$ cat src/hw/rtl/flhr_pkg.sv
// Package for the five-level hysteresis regulator.
// Widths, threshold register indexes, level codes and shared types.
// No dependencies.
package flhr_pkg;

    // Sample width (signed, 4 fraction bits)
    localparam int VALUE_WIDTH = 16;
    // Error width: one extra bit so setpoint - measured never overflows
    localparam int ERR_W       = VALUE_WIDTH + 1;
    // Threshold register width (unsigned)
    localparam int THR_W       = 15;
    // Compare width: holds the error and a negated threshold with margin
    localparam int CMP_W       = ((ERR_W > THR_W + 1) ? ERR_W : THR_W + 1) + 1;

    // Configuration port
    localparam int CFG_IDX_W   = 2;
    localparam logic [CFG_IDX_W-1:0] REG_INNER_LOW  = 2'd0;
    localparam logic [CFG_IDX_W-1:0] REG_INNER_HIGH = 2'd1;
    localparam logic [CFG_IDX_W-1:0] REG_OUTER_LOW  = 2'd2;
    localparam logic [CFG_IDX_W-1:0] REG_OUTER_HIGH = 2'd3;

    // Threshold reset values
    localparam logic [THR_W-1:0] INNER_LOW_RST  = 15'd0;
    localparam logic [THR_W-1:0] INNER_HIGH_RST = 15'd80;
    localparam logic [THR_W-1:0] OUTER_LOW_RST  = 15'd240;
    localparam logic [THR_W-1:0] OUTER_HIGH_RST = 15'd640;

    // Output level codes, two's complement
    localparam int LEVEL_W = 3;
    typedef logic signed [LEVEL_W-1:0] level_t;
    localparam level_t LEVEL_NEG2 = -3'sd2;
    localparam level_t LEVEL_NEG1 = -3'sd1;
    localparam level_t LEVEL_OFF  =  3'sd0;
    localparam level_t LEVEL_POS1 =  3'sd1;
    localparam level_t LEVEL_POS2 =  3'sd2;

    // Threshold set
    typedef struct packed {
        logic [THR_W-1:0] l1;
        logic [THR_W-1:0] h1;
        logic [THR_W-1:0] l2;
        logic [THR_W-1:0] h2;
    } thr_t;

    // Decision for one sample
    typedef struct packed {
        level_t level;
        logic   ok;
    } decision_t;

endpackage

$ cat src/hw/rtl/flhr_sample_if.sv
// Sample request channel: setpoint and measured value.
// Depends on flhr_pkg.
interface flhr_sample_if;
    import flhr_pkg::*;

    logic                          valid;
    logic                          ready;
    logic signed [VALUE_WIDTH-1:0] setpoint;
    logic signed [VALUE_WIDTH-1:0] measured;

    modport source (output valid, output setpoint, output measured, input ready);
    modport sink   (input valid, input setpoint, input measured, output ready);
endinterface

$ cat src/hw/rtl/flhr_result_if.sv
// Result request channel: drive level and threshold status.
// Depends on flhr_pkg.
interface flhr_result_if;
    import flhr_pkg::*;

    logic   valid;
    logic   ready;
    level_t drive_level;
    logic   params_ok;

    modport source (output valid, output drive_level, output params_ok, input ready);
    modport sink   (input valid, input drive_level, input params_ok, output ready);
endinterface

$ cat src/hw/rtl/flhr_cfg_if.sv
// Configuration write channel: register index and write data.
// Depends on flhr_pkg.
interface flhr_cfg_if;
    import flhr_pkg::*;

    logic                 valid;
    logic                 ready;
    logic [CFG_IDX_W-1:0] index;
    logic [THR_W-1:0]     data;

    modport source (output valid, output index, output data, input ready);
    modport sink   (input valid, input index, input data, output ready);
endinterface

$ cat src/hw/rtl/flhr_level_logic.sv
// Next-level decision: error, threshold check and the five hysteresis rules.
// Purely combinational. Depends on flhr_pkg.
module flhr_level_logic (
    input  logic signed [flhr_pkg::VALUE_WIDTH-1:0] setpoint,
    input  logic signed [flhr_pkg::VALUE_WIDTH-1:0] measured,
    input  flhr_pkg::level_t                        prev_level,
    input  flhr_pkg::thr_t                          thr,
    output flhr_pkg::decision_t                     decision
);
    import flhr_pkg::*;

    logic signed [ERR_W-1:0] err;
    logic signed [CMP_W-1:0] e;
    logic signed [CMP_W-1:0] pl1, ph1, pl2, ph2;
    logic signed [CMP_W-1:0] nl1, nh1, nl2, nh2;
    logic                    ok;
    logic                    y_p2, y_p1, y_z, y_n1, y_n2;
    level_t                  rule_level;

    // Exact error, then widen for the compares
    assign err = ERR_W'(setpoint) - ERR_W'(measured);
    assign e   = CMP_W'(err);

    // Thresholds and their negations
    assign pl1 = signed'(CMP_W'(thr.l1));
    assign ph1 = signed'(CMP_W'(thr.h1));
    assign pl2 = signed'(CMP_W'(thr.l2));
    assign ph2 = signed'(CMP_W'(thr.h2));
    assign nl1 = -pl1;
    assign nh1 = -ph1;
    assign nl2 = -pl2;
    assign nh2 = -ph2;

    // Strict ordering; nonnegativity holds by construction
    assign ok = (thr.l1 < thr.h1) && (thr.h1 < thr.l2) && (thr.l2 < thr.h2);

    assign y_p2 = (prev_level == LEVEL_POS2);
    assign y_p1 = (prev_level == LEVEL_POS1);
    assign y_z  = (prev_level == LEVEL_OFF);
    assign y_n1 = (prev_level == LEVEL_NEG1);
    assign y_n2 = (prev_level == LEVEL_NEG2);

    // Rules in priority order; fall through to off
    always_comb
    begin
        if (e >= ph2 || (e >= pl2 && e < ph2 && (y_p2 || y_z)))
        begin
            rule_level = LEVEL_POS2;
        end
        else if ((e >= ph1 && e < pl2) || (e >= pl2 && e < ph2 && y_p1) ||
                 (e > pl1 && e <= ph1 && y_p1))
        begin
            rule_level = LEVEL_POS1;
        end
        else if ((e > nl1 && e < pl1) || (e > pl1 && e < ph1 && y_z) ||
                 (e < nl1 && e > nh1 && y_z))
        begin
            rule_level = LEVEL_OFF;
        end
        else if ((e <= nh1 && e > nl2) || (e <= nl2 && e > nh2 && y_n1) ||
                 (e < nl1 && e >= nh1 && y_n1))
        begin
            rule_level = LEVEL_NEG1;
        end
        else if (e <= nh2 || (e <= nl2 && e > nh2 && (y_n2 || y_z)))
        begin
            rule_level = LEVEL_NEG2;
        end
        else
        begin
            rule_level = LEVEL_OFF;
        end
    end

    // Bad thresholds hold the level
    assign decision.level = ok ? rule_level : prev_level;
    assign decision.ok    = ok;

endmodule

$ cat src/hw/rtl/five_level_hysteresis_regulator_unit.sv
// Five-level hysteresis regulator, top level.
// An accepted sample is registered in the input stage, and its decision in the result register.
// Throughput: one sample per cycle while the result sink does not stall; the level loop closes
// through the subtract-and-compare logic between the input register and the level register.
// Reset: thresholds 0/80/240/640, level off, both stages empty.
// Depends on flhr_pkg, the channel interfaces and flhr_level_logic.
module five_level_hysteresis_regulator_unit (
    input  logic         clk,
    input  logic         rst_n,
    flhr_cfg_if.sink     cfg,
    flhr_sample_if.sink  sample,
    flhr_result_if.source result
);
    import flhr_pkg::*;

    thr_t                          thr_reg;
    level_t                        level_reg;
    logic                          s1_valid_reg;
    logic signed [VALUE_WIDTH-1:0] s1_setpoint_reg;
    logic signed [VALUE_WIDTH-1:0] s1_measured_reg;
    logic                          out_valid_reg;
    level_t                        out_level_reg;
    logic                          out_ok_reg;

    decision_t decision;
    logic      out_free;
    logic      advance;
    logic      take_in;

    // Handshake: stage 1 moves when the result register is free
    assign out_free = !out_valid_reg || result.ready;
    assign advance  = s1_valid_reg && out_free;
    assign take_in  = sample.valid && sample.ready;

    assign sample.ready = !s1_valid_reg || out_free;
    assign cfg.ready    = 1'b1;

    assign result.valid       = out_valid_reg;
    assign result.drive_level = out_level_reg;
    assign result.params_ok   = out_ok_reg;

    // Threshold registers
    always_ff @(posedge clk or negedge rst_n)
    begin
        if (!rst_n)
        begin
            thr_reg.l1 <= INNER_LOW_RST;
            thr_reg.h1 <= INNER_HIGH_RST;
            thr_reg.l2 <= OUTER_LOW_RST;
            thr_reg.h2 <= OUTER_HIGH_RST;
        end
        else if (cfg.valid)
        begin
            case (cfg.index)
                REG_INNER_LOW:  thr_reg.l1 <= cfg.data;
                REG_INNER_HIGH: thr_reg.h1 <= cfg.data;
                REG_OUTER_LOW:  thr_reg.l2 <= cfg.data;
                REG_OUTER_HIGH: thr_reg.h2 <= cfg.data;
                default:        thr_reg    <= thr_reg;
            endcase
        end
    end

    // Input stage
    always_ff @(posedge clk or negedge rst_n)
    begin
        if (!rst_n)
        begin
            s1_valid_reg <= 1'b0;
        end
        else if (sample.ready)
        begin
            s1_valid_reg <= sample.valid;
        end
    end

    always_ff @(posedge clk)
    begin
        if (take_in)
        begin
            s1_setpoint_reg <= sample.setpoint;
            s1_measured_reg <= sample.measured;
        end
    end

    // Decision logic
    flhr_level_logic u_level_logic (
        .setpoint   (s1_setpoint_reg),
        .measured   (s1_measured_reg),
        .prev_level (level_reg),
        .thr        (thr_reg),
        .decision   (decision)
    );

    // Level state and result valid
    always_ff @(posedge clk or negedge rst_n)
    begin
        if (!rst_n)
        begin
            level_reg     <= LEVEL_OFF;
            out_valid_reg <= 1'b0;
        end
        else
        begin
            if (advance)
            begin
                level_reg <= decision.level;
            end
            if (out_free)
            begin
                out_valid_reg <= s1_valid_reg;
            end
        end
    end

    // Result payload
    always_ff @(posedge clk)
    begin
        if (advance)
        begin
            out_level_reg <= decision.level;
            out_ok_reg    <= decision.ok;
        end
    end

endmodule

$ cat src/flat_wrapper.sv
// flat-port wrapper written by rule: the top's interface ports become plain ports
module five_level_hysteresis_regulator_unit_flat import flhr_pkg::*;
  (clk, rst_n, cfg_valid, cfg_index, cfg_data, cfg_ready, sample_valid, sample_setpoint, sample_measured, sample_ready, result_valid, result_drive_level, result_params_ok, result_ready);
  flhr_cfg_if cfg_i ();
  flhr_sample_if sample_i ();
  flhr_result_if result_i ();
  input  logic clk;
  input  logic rst_n;
  input wire logic [$bits(cfg_i.valid)-1:0] cfg_valid;
  input wire logic [$bits(cfg_i.index)-1:0] cfg_index;
  input wire logic [$bits(cfg_i.data)-1:0] cfg_data;
  output wire logic [$bits(cfg_i.ready)-1:0] cfg_ready;
  input wire logic [$bits(sample_i.valid)-1:0] sample_valid;
  input wire logic [$bits(sample_i.setpoint)-1:0] sample_setpoint;
  input wire logic [$bits(sample_i.measured)-1:0] sample_measured;
  output wire logic [$bits(sample_i.ready)-1:0] sample_ready;
  output wire logic [$bits(result_i.valid)-1:0] result_valid;
  output wire logic [$bits(result_i.drive_level)-1:0] result_drive_level;
  output wire logic [$bits(result_i.params_ok)-1:0] result_params_ok;
  input wire logic [$bits(result_i.ready)-1:0] result_ready;
  assign cfg_i.valid = cfg_valid;
  assign cfg_i.index = cfg_index;
  assign cfg_i.data = cfg_data;
  assign cfg_ready = cfg_i.ready;
  assign sample_i.valid = sample_valid;
  assign sample_i.setpoint = sample_setpoint;
  assign sample_i.measured = sample_measured;
  assign sample_ready = sample_i.ready;
  assign result_valid = result_i.valid;
  assign result_drive_level = result_i.drive_level;
  assign result_params_ok = result_i.params_ok;
  assign result_i.ready = result_ready;
  five_level_hysteresis_regulator_unit u_core (.clk(clk), .rst_n(rst_n), .cfg(cfg_i), .sample(sample_i), .result(result_i));
endmodule
$ cat config.mk
export PLATFORM = sky130hd
export DESIGN_NAME = five_level_hysteresis_regulator_unit_flat
export DESIGN_NICKNAME = d
export VERILOG_FILES = /design/src/hw/rtl/flhr_pkg.sv /design/src/hw/rtl/flhr_sample_if.sv /design/src/hw/rtl/flhr_result_if.sv /design/src/hw/rtl/flhr_cfg_if.sv /design/src/hw/rtl/flhr_level_logic.sv /design/src/hw/rtl/five_level_hysteresis_regulator_unit.sv /design/src/flat_wrapper.sv
export SDC_FILE = /design/constraint.sdc
export NUM_CORES = 1
export LEC_CHECK = 0
export ABC_AREA = 1
export BUFFER_PORTS_ARGS = -buffer_cell sky130_fd_sc_hd__clkbuf_2
export CAP_MARGIN = 20
export CELL_PAD_IN_SITES_DETAIL_PLACEMENT = 0
export CELL_PAD_IN_SITES_GLOBAL_PLACEMENT = 1
export CORE_UTILIZATION = 40
export CTS_BUF_LIST = sky130_fd_sc_hd__clkbuf_8
export DETAILED_ROUTE_END_ITERATION = 12
export GPL_TIMING_DRIVEN = 0
export PLACE_DENSITY_LB_ADDON = 0.1
export RECOVER_POWER = 25
export SYNTH_ARGS = -nofsm -noshare
export SYNTH_HDL_FRONTEND = slang
export SYNTH_SLANG_ARGS = --single-unit
$ cat constraint.sdc
create_clock -name clk -period 5.1 [get_ports clk]
set_input_delay 0.255 -clock clk [delete_from_list [all_inputs] [get_ports clk]]
set_output_delay 0.255 -clock clk [all_outputs]
set_load 0.03 [all_outputs]
==> report_table.html <==
<table>
<tr><th>Metric</th><th>Value</th></tr>
<tr><th colspan="2">Job</th></tr>
<tr><td>Number of maximum-capacitance constraint violations</td><td>1</td></tr>
<tr><th colspan="2">Logic synthesis</th></tr>
<tr><td>Number of synthesized register bits</td><td>101</td></tr>
<tr><td>Sequential share of the synthesized area</td><td>0.267</td></tr>
<tr><td>Cell count after synthesis</td><td>1,399</td></tr>
<tr><td>Primary flip-flop cell chosen by synthesis mapping</td><td>dfrtp_1</td></tr>
<tr><td>Unique masters post-synth</td><td>52</td></tr>
<tr><td>Netlist area before placement</td><td>10,200 um^2</td></tr>
<tr><td>Count of synthesis-stage warnings from yosys</td><td>0</td></tr>
<tr><td>Share of synthesized registers carrying an async set or reset</td><td>0.644</td></tr>
<tr><td>Synthesized area per cell</td><td>7.28 um^2</td></tr>
<tr><td>Net Count, Synth</td><td>1,618</td></tr>
<tr><td>Number of flops mapped to enable cells by yosys</td><td>36</td></tr>
<tr><th colspan="2">Worst setup path</th></tr>
<tr><td>Number of logic stages on the critical path including buffering</td><td>22</td></tr>
<tr><td>Cell chain of the critical path</td><td>ha_1 &gt; fa_1 &gt; inv_1 &gt; nand3_1 &gt; nand3_1 &gt; nand2_2 &gt; nand3_2 &gt; nand3_1 &gt; nand2_1 &gt; xor2_1 &gt; ha_1 &gt; nand2_1 &gt; nor4b_1 &gt; nand3_1 &gt; nor4_1 &gt; nand3_1 &gt; nand2_2 &gt; nand3_2 &gt; nand3_2 &gt; nor2_2 &gt; nand2_1 &gt; a21boi_1</td></tr>
<tr><td>WP data required</td><td>5.26 ns</td></tr>
<tr><td>Number of buffer and inverter stages on the critical path</td><td>1</td></tr>
<tr><td>Reg-to-Reg End</td><td>u_core.result.drive_level[1]$_DFFE_PP_</td></tr>
<tr><td>Delay of the slowest critical-path stage</td><td>0.73 ns</td></tr>
<tr><td>Startpoint of the lowest-slack register-to-register path</td><td>u_core.s1_measured_reg[0]$_DFFE_PP_</td></tr>
<tr><td>Worst Path Max Fanout</td><td>8</td></tr>
<tr><td>Type of element capturing the critical path</td><td>register</td></tr>
<tr><td>Type of the worst setup path</td><td>register to register</td></tr>
<tr><td>Crit path DAT</td><td>4.83 ns</td></tr>
<tr><td>Kind of start point of the critical path</td><td>register</td></tr>
<tr><td>Cell type group with the largest total delay on the critical path</td><td>simple AND/OR/NAND/NOR gates</td></tr>
<tr><td>Slowest stage cell on the critical path</td><td>xor2_1</td></tr>
<tr><td>Slack of the worst reg-to-reg path</td><td>0.42 ns</td></tr>
<tr><td>Most common cell on crit path</td><td>nand3_1</td></tr>
<tr><td>Cell count of the worst reg-to-reg path</td><td>22</td></tr>
<tr><th colspan="2">Cells and area</th></tr>
<tr><td>Most common cell after layout, fill and taps aside</td><td>nand2_1</td></tr>
<tr><td>Area overhead of the layout relative to synthesis</td><td>10.2%</td></tr>
<tr><td>Final design utilization</td><td>0.447</td></tr>
<tr><td>Top library cells by usage in the layout, fill and taps aside</td><td>nand2_1 (343), inv_1 (209), ha_1 (164), nand3_1 (93), nor2_1 (87)</td></tr>
<tr><td>Antenna diode instance count</td><td>0</td></tr>
<tr><td>Fin cells</td><td>1,814</td></tr>
<tr><td>Seq. cell area</td><td>2720 um^2</td></tr>
<tr><td>Area taken by multi-input logic gates</td><td>6590 um^2</td></tr>
<tr><td>Fill cell total of the finished layout</td><td>2,701</td></tr>
<tr><td>Number of nets in the layout</td><td>1,698</td></tr>
<tr><td>Max reg flops</td><td>60</td></tr>
<tr><td>Share of cells above drive strength 1</td><td>0.104</td></tr>
<tr><th colspan="2">Placed design</th></tr>
<tr><td>Number of buffers inserted by port buffering</td><td>59</td></tr>
<tr><td>Post-detail-place hpwl</td><td>24.2 mm</td></tr>
<tr><td>RePlAce Congestion</td><td>0.842</td></tr>
<tr><td>Setup Slack @ Placement</td><td>0.0589 ns</td></tr>
<tr><td>Placed instance count</td><td>1,790</td></tr>
<tr><th colspan="2">CTS</th></tr>
<tr><td>Number of buffers inserted by post-CTS setup repair</td><td>0</td></tr>
<tr><td>Worst-Skew Late Latency</td><td>0.41 ns</td></tr>
<tr><td>Buffer cell driving the clock tree root</td><td>clkbuf_8</td></tr>
<tr><td>CTS clock-pin slew for the worst setup and hold paths</td><td>0.11 ns</td></tr>
<tr><td>Maximum level of the CTS H-tree</td><td>3</td></tr>
<tr><td>Sink Count</td><td>101</td></tr>
<tr><td>Max Root-Sink Buffers</td><td>2</td></tr>
<tr><td>CTS buffer count</td><td>9</td></tr>
<tr><td>TritonCTS clock tree</td><td>built</td></tr>
<tr><th colspan="2">Floorplan</th></tr>
<tr><td>Site Rows</td><td>58</td></tr>
<tr><td>Die width</td><td>162 um</td></tr>
<tr><td>Initial core utilization</td><td>0.406</td></tr>
<tr><td>Count of boundary I/O pins</td><td>61</td></tr>
<tr><td>Vertical die dimension</td><td>162 um</td></tr>
<tr><td>Core box area</td><td>25,100 um^2</td></tr>
<tr><td>Die Outline Area</td><td>26,100 um^2</td></tr>
<tr><th colspan="2">Timing</th></tr>
<tr><td>Final critical-path share of the clock period</td><td>0.917</td></tr>
<tr><td>Transition time of the tightest slew-check pin</td><td>2.06 ns</td></tr>
<tr><td>Slew Limit Headroom</td><td>-0.373</td></tr>
<tr><td>Final Hold Fails</td><td>0</td></tr>
<tr><td>Final Skew</td><td>0.0207 ns</td></tr>
<tr><td>Min cycle time layout</td><td>4.68 ns</td></tr>
<tr><td>Post-Route Setup TNS</td><td>0 ns</td></tr>
<tr><td>Max Freq</td><td>214 MHz</td></tr>
<tr><td>Final setup slack of the worst path</td><td>0.423 ns</td></tr>
<tr><td>Setup repair after global routing missed its margin</td><td>false</td></tr>
<tr><td>Count of pins over their slew limit</td><td>32</td></tr>
<tr><td>Final setup fails</td><td>0</td></tr>
<tr><th colspan="2">Power and ir drop</th></tr>
<tr><td>Proportion of power drawn by flip-flops and latches</td><td>0.288</td></tr>
<tr><td>PD cells</td><td>345 nW/um^2</td></tr>
<tr><td>P_sw</td><td>1.90 mW</td></tr>
<tr><td>Clock Power Share</td><td>0.143</td></tr>
<tr><td>Leakage power</td><td>5.90 nW</td></tr>
<tr><td>Internal power</td><td>1.97 mW</td></tr>
<tr><td>Gate power share</td><td>0.569</td></tr>
<tr><td>Maximum VDD drop</td><td>165 uV</td></tr>
<tr><td>Net switching fraction of the power</td><td>0.491</td></tr>
<tr><th colspan="2">Global route</th></tr>
<tr><td>Congestion Overflow GR</td><td>0</td></tr>
<tr><td>Pin count of the biggest net entering global routing</td><td>35</td></tr>
<tr><td>Total Routing Usage GR</td><td>0.233</td></tr>
<tr><td>Number of antenna violations at the first check in global routing</td><td>0</td></tr>
<tr><td>Number of global-route vias before repair</td><td>8,505</td></tr>
<tr><td>Wire length of the first global-routing pass</td><td>46.7 mm</td></tr>
<tr><th colspan="2">Drt</th></tr>
<tr><td>Uppermost layer routed</td><td>met4</td></tr>
<tr><td>WL/cell</td><td>16.0 um</td></tr>
<tr><td>Total wire length after detailed routing</td><td>29.1 mm</td></tr>
<tr><td>Number of DRC violations after detailed routing</td><td>0</td></tr>
<tr><td>DRC violation total after the first TritonRoute iteration</td><td>515</td></tr>
<tr><td>Post-detailed-route via-to-cell ratio</td><td>4.98</td></tr>
<tr><td>Met3 wire length</td><td>1.19 mm</td></tr>
<tr><td>Via total after detailed routing</td><td>9,028</td></tr>
<tr><td>M1 WL</td><td>15.4 mm</td></tr>
<tr><td>Number of routed nets with antenna violations</td><td>0</td></tr>
<tr><td>Amount of wire on met2 after detailed routing</td><td>12.2 mm</td></tr>
<tr><td>DR pass1 iterations</td><td>5</td></tr>
<tr><th colspan="2">Run status</th></tr>
<tr><td>Run status</td><td>finished with violations</td></tr>
<tr><td>Failing checks</td><td>max-capacitance violations, max-slew violations</td></tr>
<tr><th colspan="2">Worst hold path</th></tr>
<tr><td>Worst hold-check path type</td><td>input pin to register</td></tr>
<tr><td>Cell depth of the worst hold path</td><td>1</td></tr>
<tr><td>Worst Hold Path EP</td><td>u_core.s1_setpoint_reg[11]$_DFFE_PP_</td></tr>
<tr><td>Worst hold start</td><td>sample_setpoint[11]</td></tr>
</table>
[per-layer routing]
layer,vias up,global-route usage
met2,153,0.350
met3,19,0.0313
li1,4819,-
met4,0,0.0455
met5,-,0
met1,4037,0.353
[power by group through the flow]
stage / registers [mW] / logic, mW / clock network [mW]
floorplan: 1.11 / 1.60 / 0
global placement: 1.13 / 2.14 / 0
detailed placement: 1.13 / 2.19 / 0
CTS: 1.12 / 2.21 / 0.575
global route: 1.14 / 2.56 / 0.602
finish: 1.11 / 2.20 / 0.552
[worst reg2reg max path, delay by kind of cell (launching register included)]
family / cells / cell delay [ns]
compound gates: 1 / 0.07
fa+ha+maj: 3 / 0.90
simple gates: 16 / 2.20
buf+inv: 1 / 0.15
xor+xnor: 1 / 0.73
flops: 1 / 0.38
[layout make-up]
cell class / instances / area share
sequential: 101 / 0.242
buffer: 16 / 0.00635
clock buffer: 10 / 0.0123
multi-input combinational: 1064 / 0.587
timing repair buffer: 69 / 0.0374
clock inverter: 6 / 0.00490
tap: 330 / 0.0368
inverter: 218 / 0.0731
[what timing repair did]
| action | 4_1_cts | 5_1_grt |
|---|---|---|
| hold endpoints to repair | 34 | 2 |
| hold buffers | 6 | 2 |
| setup endpoints to repair | 0 | 6 |
| gates resized for setup | 0 | 4 |
[synth_stat cells (3+ instances only)]
cell type,instances,area share
a211oi_1,7,0.0052
a21o_1,4,0.0029
a21oi_1,71,0.035
a21oi_2,3,0.0026
clkbuf_1,14,0.0052
dfrtp_1,57,0.14
dfstp_2,8,0.021
edfxtp_1,36,0.11
ha_1,164,0.20
inv_1,209,0.077
inv_2,8,0.0029
nand2_1,344,0.13
nand2_2,26,0.016
nand2_4,3,0.0033
nand3_1,93,0.046
nand3_2,9,0.0088
nand3b_1,7,0.0052
nand4_1,37,0.023
nor2_1,87,0.032
nor2_2,5,0.0031
nor3_1,25,0.012
nor4_1,9,0.0055
o211ai_1,7,0.0052
o21ai_0,84,0.041
o21bai_1,4,0.0029
xnor2_1,4,0.0034
xor2_1,43,0.037
[cells by family (layout without fill, tap and decap cells)]
kind of cell | after synthesis | in the layout | synth area share
adder cells (fa/ha/maj) | 165 | 165 | 0.203
other | 1 | 1 | 0.000368
flip-flops | 101 | 101 | 0.267
AO/OA/AOI/OAI | 193 | 193 | 0.106
XOR/XNOR | 47 | 47 | 0.0404
buffers and inverters | 234 | 319 | 0.0876
AND/OR/NAND/NOR | 658 | 658 | 0.295
[per-stage QoR]
| stage | cell area [um^2] | hold WS, ns | total power, mW |
|---|---|---|---|
| global placement | 10900 | 0.432 | 3.27 |
| detailed placement | 10900 | 0.293 | 3.32 |
| finish | 11200 | 0.0235 | 3.87 |
| floorplan | 10200 | -0.0406 | 2.71 |
| CTS | 11200 | 0.00384 | 3.90 |
| global route | 11200 | 0.0000168 | 4.30 |
[worst max-delay path by stage]
stage                                              from                                     end  slack [ns]
floorplan           u_core.s1_measured_reg[0]$_DFFE_PP_  u_core.result.drive_level[0]$_DFFE_PP_        1.43
global placement    u_core.s1_measured_reg[0]$_DFFE_PP_  u_core.result.drive_level[1]$_DFFE_PP_        0.08
detailed placement  u_core.s1_measured_reg[0]$_DFFE_PP_  u_core.result.drive_level[1]$_DFFE_PP_        0.06
CTS                 u_core.s1_measured_reg[0]$_DFFE_PP_  u_core.result.drive_level[1]$_DFFE_PP_       0.007
global route        u_core.s1_measured_reg[0]$_DFFE_PP_  u_core.result.drive_level[1]$_DFFE_PP_        0.01
finish              u_core.s1_measured_reg[0]$_DFFE_PP_  u_core.result.drive_level[1]$_DFFE_PP_        0.42
Note: power is estimated with default switching activity, not from simulation.
